`config.mk`:
```
export PLATFORM = sky130hd
export DESIGN_NAME = multi_list_slot_queue_manager
export DESIGN_NICKNAME = d
export VERILOG_FILES = /design/src/sv/mlsqm_pkg.sv /design/src/sv/multi_list_slot_queue_manager.sv /design/src/sv/mlsqm_ram.sv
export SDC_FILE = /design/constraint.sdc
export NUM_CORES = 1
export LEC_CHECK = 0
export BUFFER_PORTS_ARGS = -buffer_cell sky130_fd_sc_hd__buf_2
export CAP_MARGIN = 40
export CORE_MARGIN = 4
export CORE_UTILIZATION = 52
export CTS_CLUSTER_SIZE = 8
export DETAILED_ROUTE_END_ITERATION = 6
export PLACE_DENSITY = 0.68
export SKIP_CTS_REPAIR_TIMING = 1
export SKIP_LAST_GASP = 1
export SYNTH_ARGS = -nofsm -noshare
export SYNTH_HDL_FRONTEND = slang
export SYNTH_SLANG_ARGS = --single-unit
```
`constraint.sdc`:
```
create_clock -name clock -period 5.1 [get_ports clock]
set_clock_uncertainty 0.2 [all_clocks]
set_input_delay 1.02 -clock clock [delete_from_list [all_inputs] [get_ports clock]]
set_output_delay 1.02 -clock clock [all_outputs]
set_load 0.01 [all_outputs]
```
`src/sv/mlsqm_pkg.sv`:
```
`timescale 1ns / 1ps
package mlsqm_pkg;

   localparam int CMD_W  = 2;
   localparam int LIST_W = 3;
   localparam int CPU_W  = 3;
   localparam int SLOT_W = 6;

   localparam logic [CMD_W-1:0] CMD_PUSH   = 2'd0;
   localparam logic [CMD_W-1:0] CMD_REMOVE = 2'd1;
   localparam logic [CMD_W-1:0] CMD_POP    = 2'd2;

   localparam logic [LIST_W-1:0] LIST_RUNNING  = 3'd0;
   localparam logic [LIST_W-1:0] LIST_UNUSED   = 3'd1;
   localparam logic [LIST_W-1:0] LIST_RUNNABLE = 3'd2;
   localparam logic [LIST_W-1:0] LIST_SLEEPING = 3'd3;
   localparam logic [LIST_W-1:0] LIST_ZOMBIE   = 3'd4;

   localparam int HEAD_RUNNING     = 0;
   localparam int HEAD_UNUSED      = 1;
   localparam int HEAD_SLEEPING    = 2;
   localparam int HEAD_ZOMBIE      = 3;
   localparam int NUM_GLOBAL_LISTS = 4;

   typedef enum logic [4:0] {
      S_IDLE = 5'b00001,
      S_HEAD = 5'b00010,
      S_WALK = 5'b00100,
      S_FIX  = 5'b01000,
      S_POP  = 5'b10000
   } state_type;

endpackage

```
`src/sv/multi_list_slot_queue_manager.sv`:
```
`timescale 1ns / 1ps
// Slot queue manager: singly linked lists (running, unused, sleeping, zombie and one
// runnable list per CPU) sharing one next-link RAM over SLOTS slots; list heads sit in a
// second RAM. A command is taken when start is high and busy is low; exactly one result
// follows, shown for one cycle with rsp_strobe, and the receiver cannot stall it.
// Push and rejected commands answer from the head-read state via the registered strobe.
// Remove and pop walk the list through the one read port of the link RAM, one hop per
// cycle, and a pop on a looped list is cut short once its hop count reaches SLOTS.
// A new command is taken in the cycle its predecessor's result is shown.
module multi_list_slot_queue_manager
   import mlsqm_pkg::*;
#(
   parameter int SLOTS = 64,
   parameter int CPUS  = 8
) (
   input  logic              clock,
   input  logic              reset,
   input  logic              start,
   output logic              busy,
   input  logic [CMD_W-1:0]  req_cmd,
   input  logic [LIST_W-1:0] req_list_sel,
   input  logic [CPU_W-1:0]  req_cpu_id,
   input  logic [SLOT_W-1:0] req_slot,
   output logic              rsp_strobe,
   output logic              rsp_ok,
   output logic [SLOT_W-1:0] rsp_popped_slot
);

   localparam int NH  = NUM_GLOBAL_LISTS + CPUS;
   localparam int AW  = $clog2(SLOTS);
   localparam int LW  = $clog2(SLOTS + 1);
   localparam int HW  = $clog2(NH);
   localparam int CW  = (LW > SLOT_W) ? LW : SLOT_W;
   localparam int CTW = 7;
   localparam logic [LW-1:0] END_MARK = LW'(SLOTS);

   function automatic logic [CTW-1:0] cpu_wrap(input logic [CPU_W-1:0] cpu);
      logic [CTW-1:0] v;
      v = CTW'(cpu);
      for (int i = 0; i < (2 ** CPU_W); i++) begin
         if (v >= CTW'(CPUS)) begin
            v = v - CTW'(CPUS);
         end
      end
      return v;
   endfunction

   state_type         state_ff, state_in;
   logic [CMD_W-1:0]  cmd_ff;
   logic              go_ff;
   logic [HW-1:0]     hidx_ff;
   logic [LW-1:0]     slot_ff;
   logic [LW-1:0]     cur_ff, cur_in;
   logic [LW-1:0]     pred_ff, pred_in;
   logic              pred_head_ff, pred_head_in;
   logic [LW-1:0]     hops_ff, hops_in;
   logic [NH-1:0]     head_vld_ff, head_vld_in;
   logic              rsp_strobe_ff, rsp_strobe_in;
   logic              rsp_ok_ff, rsp_ok_in;
   logic [SLOT_W-1:0] rsp_popped_slot_ff, rsp_popped_slot_in;

   logic              accept;
   logic              list_ok;
   logic              cmd_ok;
   logic [HW-1:0]     hidx_c;
   logic [CW-1:0]     slot_c;
   logic              slot_in_range;
   logic [LW-1:0]     head_val;
   logic [LW-1:0]     nx;

   logic              link_wr_en, link_rd_en;
   logic [AW-1:0]     link_wr_addr, link_rd_addr;
   logic [LW-1:0]     link_wr_data, link_rd_data;
   logic              head_wr_en, head_rd_en;
   logic [HW-1:0]     head_wr_addr, head_rd_addr;
   logic [LW-1:0]     head_wr_data, head_rd_data;

   mlsqm_ram #(.WIDTH(LW), .DEPTH(SLOTS)) u_link_ram (
      .clock   (clock),
      .wr_en   (link_wr_en),
      .wr_addr (link_wr_addr),
      .wr_data (link_wr_data),
      .rd_en   (link_rd_en),
      .rd_addr (link_rd_addr),
      .rd_data (link_rd_data)
   );

   mlsqm_ram #(.WIDTH(LW), .DEPTH(NH)) u_head_ram (
      .clock   (clock),
      .wr_en   (head_wr_en),
      .wr_addr (head_wr_addr),
      .wr_data (head_wr_data),
      .rd_en   (head_rd_en),
      .rd_addr (head_rd_addr),
      .rd_data (head_rd_data)
   );

   assign busy   = (state_ff != S_IDLE);
   assign accept = start && !busy;

   always_comb begin
      list_ok = 1'b1;
      hidx_c  = '0;
      unique case (req_list_sel)
         LIST_RUNNING:  hidx_c = HW'(HEAD_RUNNING);
         LIST_UNUSED:   hidx_c = HW'(HEAD_UNUSED);
         LIST_RUNNABLE: hidx_c = HW'(NUM_GLOBAL_LISTS + int'(cpu_wrap(req_cpu_id)));
         LIST_SLEEPING: hidx_c = HW'(HEAD_SLEEPING);
         LIST_ZOMBIE:   hidx_c = HW'(HEAD_ZOMBIE);
         default:       list_ok = 1'b0;
      endcase
      slot_c        = CW'(req_slot);
      slot_in_range = (slot_c < CW'(SLOTS));
      unique case (req_cmd) inside
         CMD_PUSH, CMD_REMOVE: cmd_ok = list_ok && slot_in_range;
         CMD_POP:              cmd_ok = list_ok;
         default:              cmd_ok = 1'b0;
      endcase
   end

   assign head_val = head_vld_ff[hidx_ff] ? head_rd_data : END_MARK;

   always_comb begin
      state_in           = state_ff;
      cur_in             = cur_ff;
      pred_in            = pred_ff;
      pred_head_in       = pred_head_ff;
      hops_in            = hops_ff;
      head_vld_in        = head_vld_ff;
      rsp_strobe_in      = 1'b0;
      rsp_ok_in          = 1'b0;
      rsp_popped_slot_in = '0;
      nx                 = '0;
      link_wr_en         = 1'b0;
      link_wr_addr       = '0;
      link_wr_data       = '0;
      link_rd_en         = 1'b0;
      link_rd_addr       = '0;
      head_wr_en         = 1'b0;
      head_wr_addr       = '0;
      head_wr_data       = '0;
      head_rd_en         = 1'b0;
      head_rd_addr       = hidx_c;
      unique case (state_ff)
         S_IDLE: begin
            if (accept) begin
               head_rd_en = 1'b1;
               state_in   = S_HEAD;
            end
         end
         S_HEAD: begin
            nx            = head_val;
            state_in      = S_IDLE;
            rsp_strobe_in = 1'b1;
            if (go_ff) begin
               case (cmd_ff)
                  CMD_PUSH: begin
                     link_wr_en           = 1'b1;
                     link_wr_addr         = AW'(slot_ff);
                     link_wr_data         = head_val;
                     head_wr_en           = 1'b1;
                     head_wr_addr         = hidx_ff;
                     head_wr_data         = slot_ff;
                     head_vld_in[hidx_ff] = 1'b1;
                     rsp_ok_in            = 1'b1;
                  end
                  CMD_REMOVE: begin
                     if (nx < END_MARK) begin
                        rsp_strobe_in = 1'b0;
                        link_rd_en    = 1'b1;
                        if (nx == slot_ff) begin
                           pred_head_in = 1'b1;
                           link_rd_addr = AW'(slot_ff);
                           state_in     = S_FIX;
                        end else begin
                           cur_in       = nx;
                           hops_in      = LW'(1);
                           link_rd_addr = AW'(nx);
                           state_in     = S_WALK;
                        end
                     end
                  end
                  default: begin
                     if (nx < END_MARK) begin
                        rsp_strobe_in = 1'b0;
                        cur_in        = nx;
                        pred_head_in  = 1'b1;
                        hops_in       = '0;
                        link_rd_en    = 1'b1;
                        link_rd_addr  = AW'(nx);
                        state_in      = S_POP;
                     end
                  end
               endcase
            end
         end
         S_WALK: begin
            nx = link_rd_data;
            if (nx >= END_MARK || hops_ff >= END_MARK) begin
               rsp_strobe_in = 1'b1;
               state_in      = S_IDLE;
            end else if (nx == slot_ff) begin
               pred_in      = cur_ff;
               pred_head_in = 1'b0;
               link_rd_en   = 1'b1;
               link_rd_addr = AW'(slot_ff);
               state_in     = S_FIX;
            end else begin
               cur_in       = nx;
               hops_in      = hops_ff + LW'(1);
               link_rd_en   = 1'b1;
               link_rd_addr = AW'(nx);
            end
         end
         S_FIX: begin
            if (pred_head_ff) begin
               head_wr_en           = 1'b1;
               head_wr_addr         = hidx_ff;
               head_wr_data         = link_rd_data;
               head_vld_in[hidx_ff] = 1'b1;
            end else begin
               link_wr_en   = 1'b1;
               link_wr_addr = AW'(pred_ff);
               link_wr_data = link_rd_data;
            end
            rsp_strobe_in = 1'b1;
            rsp_ok_in     = 1'b1;
            state_in      = S_IDLE;
         end
         S_POP: begin
            nx = link_rd_data;
            if (hops_ff >= END_MARK) begin
               rsp_strobe_in = 1'b1;
               state_in      = S_IDLE;
            end else if (nx >= END_MARK) begin
               if (pred_head_ff) begin
                  head_vld_in[hidx_ff] = 1'b0;
               end else begin
                  link_wr_en   = 1'b1;
                  link_wr_addr = AW'(pred_ff);
                  link_wr_data = END_MARK;
               end
               rsp_strobe_in      = 1'b1;
               rsp_ok_in          = 1'b1;
               rsp_popped_slot_in = SLOT_W'(cur_ff);
               state_in           = S_IDLE;
            end else begin
               pred_in      = cur_ff;
               pred_head_in = 1'b0;
               cur_in       = nx;
               hops_in      = hops_ff + LW'(1);
               link_rd_en   = 1'b1;
               link_rd_addr = AW'(nx);
            end
         end
         default: begin
            state_in = S_IDLE;
         end
      endcase
   end

   always_ff @(posedge clock) begin
      if (reset) begin
         state_ff      <= S_IDLE;
         head_vld_ff   <= '0;
         hops_ff       <= '0;
         rsp_strobe_ff <= 1'b0;
      end else begin
         state_ff      <= state_in;
         head_vld_ff   <= head_vld_in;
         hops_ff       <= hops_in;
         rsp_strobe_ff <= rsp_strobe_in;
      end
   end

   always_ff @(posedge clock) begin
      if (accept) begin
         cmd_ff  <= req_cmd;
         go_ff   <= cmd_ok;
         hidx_ff <= hidx_c;
         slot_ff <= LW'(slot_c);
      end
      cur_ff             <= cur_in;
      pred_ff            <= pred_in;
      pred_head_ff       <= pred_head_in;
      rsp_ok_ff          <= rsp_ok_in;
      rsp_popped_slot_ff <= rsp_popped_slot_in;
   end

   assign rsp_strobe      = rsp_strobe_ff;
   assign rsp_ok          = rsp_ok_ff;
   assign rsp_popped_slot = rsp_popped_slot_ff;

   a_accept_busy: assert property (@(posedge clock) disable iff (reset)
      accept |=> state_ff == S_HEAD)
      else $error("accepted transaction did not start the head read");

   a_strobe_after_work: assert property (@(posedge clock) disable iff (reset)
      rsp_strobe |-> $past(state_ff) != S_IDLE)
      else $error("result strobe without a transaction in flight");

   a_popped_zero: assert property (@(posedge clock) disable iff (reset)
      (rsp_strobe && !rsp_ok) |-> rsp_popped_slot == '0)
      else $error("failed transaction reports a popped slot");

   a_hops_bound: assert property (@(posedge clock) disable iff (reset)
      hops_ff <= END_MARK)
      else $error("walk ran past the slot count");

endmodule

```
`src/sv/mlsqm_ram.sv`:
```
`timescale 1ns / 1ps
module mlsqm_ram #(
   parameter int WIDTH = 8,
   parameter int DEPTH = 64
) (
   input  logic                     clock,
   input  logic                     wr_en,
   input  logic [$clog2(DEPTH)-1:0] wr_addr,
   input  logic [WIDTH-1:0]         wr_data,
   input  logic                     rd_en,
   input  logic [$clog2(DEPTH)-1:0] rd_addr,
   output logic [WIDTH-1:0]         rd_data
);

   logic [WIDTH-1:0] mem_ff [DEPTH];
   logic [WIDTH-1:0] rd_data_ff;

   always_ff @(posedge clock) begin
      if (wr_en) begin
         mem_ff[wr_addr] <= wr_data;
      end
      if (rd_en) begin
         rd_data_ff <= mem_ff[rd_addr];
      end
   end

   assign rd_data = rd_data_ff;

endmodule
```
== Word-level counts from Yosys, hierarchy flattened ==
Memory sizes are Yosys's and may differ from the RTL's. A register that Yosys moved wholly into a read port is not among the register bits.
Index checks and enable logic that the tools add are counted.

* Bits in registers: 58
* RAM bits: 532
* Input port bits: 17
* Output and inout bits: 9
* Word-level logic and storage cells: 198
* Memories kept: 2

* Add/subtract/negate cells: 2
* Order comparisons: 5
* Equality and inequality tests: 32
* Muxes and demuxes: 121
* Bitwise logic cells: 5
* Reductions and logical operators: 18

{| class="wikitable"
|+ Memories
! name !! depth !! bits a word !! read ports !! clocked after Yosys merged registers in !! write ports !! RTL line !! text
|-
| u_link_ram.mem_ff || 64 || 7 || 1 || 1 || 1 || mlsqm_ram.sv:15 || <nowiki>logic [WIDTH-1:0] mem_ff [DEPTH];</nowiki>
|-
| u_head_ram.mem_ff || 12 || 7 || 1 || 1 || 1 || mlsqm_ram.sv:15 ||
|}

{| class="wikitable"
|+ Operator list
! cell !! count
|-
| two-way mux 6 bit || 27
|-
| two-way mux 7 bit || 16
|-
| two-way mux 12 bit || 6
|-
| case mux 6 bit (3 select lines) || 3
|-
| case mux 7 bit (3 select lines) || 2
|-
| two-way mux 1 bit || 36
|-
| case mux 12 bit (3 select lines) || 1
|-
| case mux 6 bit (2 select lines) || 3
|-
| two-way mux 5 bit || 7
|-
| case mux 7 bit (2 select lines) || 2
|-
| != test 2 bit, second input constant || 13
|-
| two-way mux 4 bit || 5
|-
| case mux 5 bit (4 select lines) || 1
|-
| AND reduction 9 bit || 2
|-
| case mux 4 bit (4 select lines) || 1
|-
| == test 7 x 6 -> 1 bit || 2
|-
| greater-or-equal comparator 7 bit, second input constant || 2
|-
| AND 12 bit || 1
|-
| != test 3 bit, second input constant || 4
|-
| inverter 12 bit || 1
|-
| bitwise OR 12 bit || 1
|-
| case mux 1 bit (3 select lines) || 4
|-
| case mux 5 bit (2 select lines) || 1
|-
| case mux 4 bit (2 select lines) || 1
|-
| 33 further kinds || 41
|}

== Depth between registers and ports, before layout ==
* Word-level depth: 10
* Mapped depth: 16
* Mapped depth without buffers: 12

== Cells and area by module ==
From an unflattened synthesis, not the netlist that was laid out.

* Cells, all modules: 1343
* Area total of the unflattened synthesis: 24536.0 um^2

{| class="wikitable"
|+ By module, submodules not included
! module !! times used !! cells an instance !! area each (um^2) !! seq. area each (um^2)
|-
| mlsqm_ram at u_link_ram || 1 || 837 || 17743.3 || 13663.1
|-
| mlsqm_ram at u_head_ram || 1 || 160 || 3488.3 || 2732.6
|-
| multi_list_slot_queue_manager || 1 || 346 || 3304.4 || 1421.4
|}

== Least setup slack after synthesis ==
No wires, ideal clock.

* Path kind: register to register
* From: reg hidx_ff[0]
* To: mem u_link_ram.mem_ff[0][6] (netlist name) (data pin)
* Library setup time: 0.552 ns
* Arrival: 3.148 ns
* Data required time: 4.348 ns
* Path slack: 1.200 ns
* Stages on the path, launching flop included: 7
* Path buffers: 1
* Clock period less this slack: 3.900 ns
* Path through: edfxtp_1 -> buf_6 -> mux2_2 -> o22ai_1 -> o31a_2 -> nor2_1 -> o22ai_1

* Longest elaborated chain between the ends: 6

{| class="wikitable"
|+ RTL lines
! element !! RTL line !! text
|-
| start: declaration || multi_list_slot_queue_manager.sv:51 || <nowiki>logic [HW-1:0] hidx_ff;</nowiki>
|-
| start signal: assignment || multi_list_slot_queue_manager.sv:280 || <nowiki>hidx_ff <= hidx_c;</nowiki>
|-
| binary-select mux 1 bit (select 4 bit) || multi_list_slot_queue_manager.sv:121 || <nowiki>assign head_val = head_vld_ff[hidx_ff] ? head_rd_data : END_MARK;</nowiki>
|-
| two-way mux 1 bit (implied by the code) || multi_list_slot_queue_manager.sv:121 ||
|-
| two-way mux 7 bit || multi_list_slot_queue_manager.sv:121 ||
|-
| two-way mux 7 bit || multi_list_slot_queue_manager.sv:156 || <nowiki>case (cmd_ff)</nowiki>
|-
| two-way mux 7 bit || multi_list_slot_queue_manager.sv:155 || <nowiki>if (go_ff) begin</nowiki>
|-
| case mux 7 bit (3 select lines) || multi_list_slot_queue_manager.sv:144 || <nowiki>unique case (state_ff)</nowiki>
|-
| named net link_wr_data[6] || multi_list_slot_queue_manager.sv:73 || <nowiki>logic [LW-1:0] link_wr_data, link_rd_data;</nowiki>
|-
| end: declaration || mlsqm_ram.sv:15 ||
|}

The timed path passes the listed nets, and every way through them passes these cells. The select of a mux whose other input is x is not followed.

== Worst setup path in the final report ==
* From: reg hidx_ff[0]
* To: reg u_link_ram.rd_data_ff[6] (netlist: u_link_ram.rd_data[6]), read port of u_link_ram.mem_ff (data pin)

* Longest elaborated chain between the ends: 9
* Elaborated cells between the ends (all ways): 15
* Classes of those cells: order compare (1); eq/ne (1); mux (13)

{| class="wikitable"
|+ RTL lines
! element !! RTL line !! text
|-
| binary-select mux 1 bit (select 4 bit) * || multi_list_slot_queue_manager.sv:121 ||
|-
| two-way mux 1 bit (implied by the code) * || multi_list_slot_queue_manager.sv:121 ||
|-
| two-way mux 7 bit * || multi_list_slot_queue_manager.sv:121 ||
|-
| parallel branches: the longest is 6 deep, another holds < comparator 7 bit || -- ||
|-
| end: declaration || mlsqm_ram.sv:16 || <nowiki>logic [WIDTH-1:0] rd_data_ff;</nowiki>
|}

Mark *: on every way between the ends. The select of a mux whose other input is x is not followed.
A chain may end at the register's enable or synchronous reset.

==> impl_metrics.csv <==
group,metric,value,unit
sta,slew_headroom,34.9,%
global_routing,grt_overflow_total,0,
sta,grt_setup_unrepaired,"false",
synthesis,yosysTopAreaCell,"edfxtp_1",
synthesis,synth.cell_area,0.0251,sq mm
placement,dp.cells,2331,
status,status,"finished, final reports clean",
min_path,hold_path.class,"reg2reg",
synthesis,postSynthAreaPerCell,14.4,sq um
clock_tree,cts_sinks,604,
setup_path,ff2ff_path_depth,12,
placement,globalplace.congestion,0.912,
synthesis,synth_warnings,0,
clock_tree,cts_root_buf,"clkbuf_16",
setup_path,criticalPathCategory,"reg2reg",
min_path,min-delay-start,"cur_ff[3]",
power_and_ir_drop,finalPower,10.6,mW
drt,vias,15200,
global_routing,grt_pass1_wl,91.6,mm
global_routing,grt_pass1_vias,15100,
synthesis,synth-seq-cells,604,
drt,routed_wl,60.3,mm
setup_path,r2r-start,"hidx_ff[0]",
setup_path,critPathRequiredTime,5.24,ns
clock_tree,clockBufferDepth,3,
sta,period_minus_slack,4.78,ns
sta,setup_viol,0,
layout,fin_nets,1824,
die,rows,80,
layout,stdcell_count,2443,
global_routing,grt_max_degree,65,
die,die_h,228,microns
layout,drive_above_1_share,14.2,%
run,drv_cap,0,
power_and_ir_drop,ir_drop,0.273,mV
placement,dp_hpwl,38.5,mm
setup_path,crit_path_end_kind,"flop",
layout,n_antenna_cell,0,
synthesis,ys_seq_area_share,71.1,%
sta,report.final.slew_viol_count,0,
die,ios,26,
clock_tree,tritoncts,"done",
layout,nFillCells,3571,
setup_path,ff2ff_setup_slack,0.32,ns
power_and_ir_drop,p_leak,8.30,nW
sta,fmaxAchievable,209,MHz
drt,vias_per_cell,6.21,
placement,place_area,0.0260,sq mm
drt,drcViolationCount,0,
layout,final_area,0.0284,sq mm
min_path,min_path_cells,0,
synthesis,yosys.cell_types.count,76,
clock_tree,cts.clk_slew.worst_paths,0.05,ns
die,coreArea,0.0476,sq mm
synthesis,syn-num-nets,1754,
drt,drt-pass1-iter-count,7,
clock_tree,clk_latency,0.61,ns
placement,port_buffers,25,
synthesis,synth-main-ff-cell,"edfxtp_1",
synthesis,synth-edff-count,572,
die,die_w,228,microns
clock_tree,h-tree-depth,3,
die,initial_utilization,52.6,%
clock_tree,cts_made_buffers,85,
global_routing,antenna_found_initial,0,
sta,worst_slew_pin_slew,0.966,ns
synthesis,synthCells,1735,
sta,final.setup.tns,0,ns
min_path,whs_endpoint,"pred_ff[3]",
setup_path,r2r-end,"u_link_ram.rd_data[6]",
setup_path,worst_ep_arrival_time,4.92,ns
die,die_area,0.0518,sq mm
global_routing,grt_use_total,23.4,%
setup_path,crit_path_max_fanout,48,
drt,wl_per_cell,24.7,microns
setup_path,start_kind,"flop",
synthesis,synth_area_leaders,"edfxtp_1, mux2i_1, nand2_1",
drt,ant_nets,0,
synthesis,async_reset_ff_share,0,%
power_and_ir_drop,powerDensity,373,mW/mm^2
drt,drt_iter0_drc,1517,
sta,finalCritPeriodShare,93.7,%
synthesis,synth_top_area_share,68.5,%
sta,whs,0.270,ns
layout,area_growth,13.2,%
sta,hold_violations,0,
## placed cells by master, fill, tap and decap left out, types with 8 or more instances in the layout
cell type and count:
buf_12 8, buf_4 37, a311oi_1 10, a31oi_1 45, o22ai_1 11, inv_1 19, edfxtp_1 572, nor2b_1 12
clkbuf_1 17, nor3_1 11, a22oi_1 22, o21ai_0 43, or2_2 11, mux2i_1 100, dfxtp_1 32, nor2_1 170
buf_2 25, nand2_1 193, a21oi_1 45, and2_1 53, clkbuf_16 88, mux2_2 17, a211oi_1 70, mux4_2 30
nand3_1 38, a22o_1 14
## where the power goes
| group | internal [mW] | switching (mW) |
|---|---|---|
| Sequential | 5.39 | 0.0327 |
| Combinational | 0.0650 | 0.108 |
| Clock | 3.07 | 1.92 |
## metrics by stage
stage          setup slack (ns)  utilization [%]
2_1_floorplan              1.20                -
3_3_place_gp              0.508             54.5
3_5_place_dp              0.461             54.6
4_1_cts                   0.422             59.5
5_1_grt                  0.0478             59.6
6_report                  0.319             59.6
## worst max-delay path, cell delays in order, from the launching register on
cell       delay [ns]
edfxtp_1         0.54
mux4_2           0.61
a2111oi_0        0.48
a311oi_1         0.11
nand3_2          0.22
a311oi_1         0.12
o21ai_1          0.39
nand2_4          0.41
buf_12           0.33
o21ai_0          0.22
o21ai_0          0.22
o2111ai_1        0.48
o41ai_2          0.14
## worst max path at each step
| stage | to | start | depth (start not counted) |
|---|---|---|---|
| floorplan | u_link_ram.mem_ff[0][6] | hidx_ff[0] | 6 |
| global placement | u_link_ram.rd_data[2] | hidx_ff[0] | 13 |
| detailed placement | u_link_ram.rd_data[2] | hidx_ff[0] | 13 |
| CTS | u_link_ram.rd_data[2] | hidx_ff[0] | 13 |
| global route | u_link_ram.rd_data[6] | hidx_ff[0] | 12 |
| finish | u_link_ram.rd_data[6] | hidx_ff[0] | 12 |
## cells in the mapped netlist, types with 3 or more instances
master / instances
a2111oi_0: 3
a211o_1: 3
a211oi_1: 70
a21o_1: 3
a21oi_1: 45
a22o_1: 20
a22oi_1: 22
a311oi_1: 10
a31oi_1: 45
a41oi_1: 3
and2_1: 53
and3_1: 5
buf_1: 3
buf_2: 38
buf_4: 10
buf_6: 3
clkbuf_1: 35
dfxtp_1: 32
edfxtp_1: 572
inv_1: 19
mux2_2: 17
mux2i_1: 100
mux4_2: 30
nand2_1: 195
nand2b_1: 5
nand3_1: 38
nand3b_1: 4
nand4_1: 6
nor2_1: 170
nor2b_1: 12
nor3_1: 11
nor3_2: 3
nor4_1: 3
o2111ai_1: 5
o211ai_1: 5
o21ai_0: 43
o21ai_1: 6
o22a_1: 4
o22ai_1: 12
o41ai_2: 3
or2_2: 11
or3_1: 6
xnor2_1: 4
xor2_1: 7
## final cells by class
| cell class | count | area [sq um] | area share, % |
|---|---|---|---|
| Inverter | 20 | 75.1 | 0.265 |
| Tap cell | 615 | 769 | 2.71 |
| Timing Repair Buffer | 72 | 606 | 2.13 |
| Clock inverter | 4 | 42.5 | 0.150 |
| Sequential cell | 604 | 17800 | 62.8 |
| Clock buffer | 106 | 2280 | 8.03 |
| Multi-Input combinational cell | 1022 | 6790 | 23.9 |
## routing by layer
layer / vias up / part of all wire (%) / global-route usage [%]
met2: 674 / 48 / 37.3
met4: 0 / 3.5 / 9.72
li1: 6784 / - / -
met1: 7585 / 41 / 32.1
met5: - / 0 / 0
met3: 136 / 7.5 / 4.54
## registers in the layout, indices dropped and copies added (netlist names), 2 cells and up, named ones only
register and cells:
cmd_ff 2, cur_ff 6, hidx_ff 4, hops_ff 7, pred_ff 6, rsp_popped_slot 6, slot_ff 6, state_ff 5
u_head_ram.mem_ff 84, u_head_ram.rd_data 7, u_link_ram.mem_ff 448, u_link_ram.rd_data 7
## cell families (layout without fill, tap and decap cells)
group / after synthesis / count (layout) / share of synthesized area, %
flip-flops: 604 / 604 / 71.1
AND/OR/NAND/NOR: 534 / 534 / 9.59
AO/OA/AOI/OAI: 326 / 326 / 9.20
multiplexers: 149 / 149 / 7.57
buffers and inverters: 109 / 202 / 2.06
XOR/XNOR: 11 / 11 / 0.384
adder cells (fa/ha/maj): 2 / 2 / 0.0998
No activity file was read; power rests on OpenSTA's default activity.
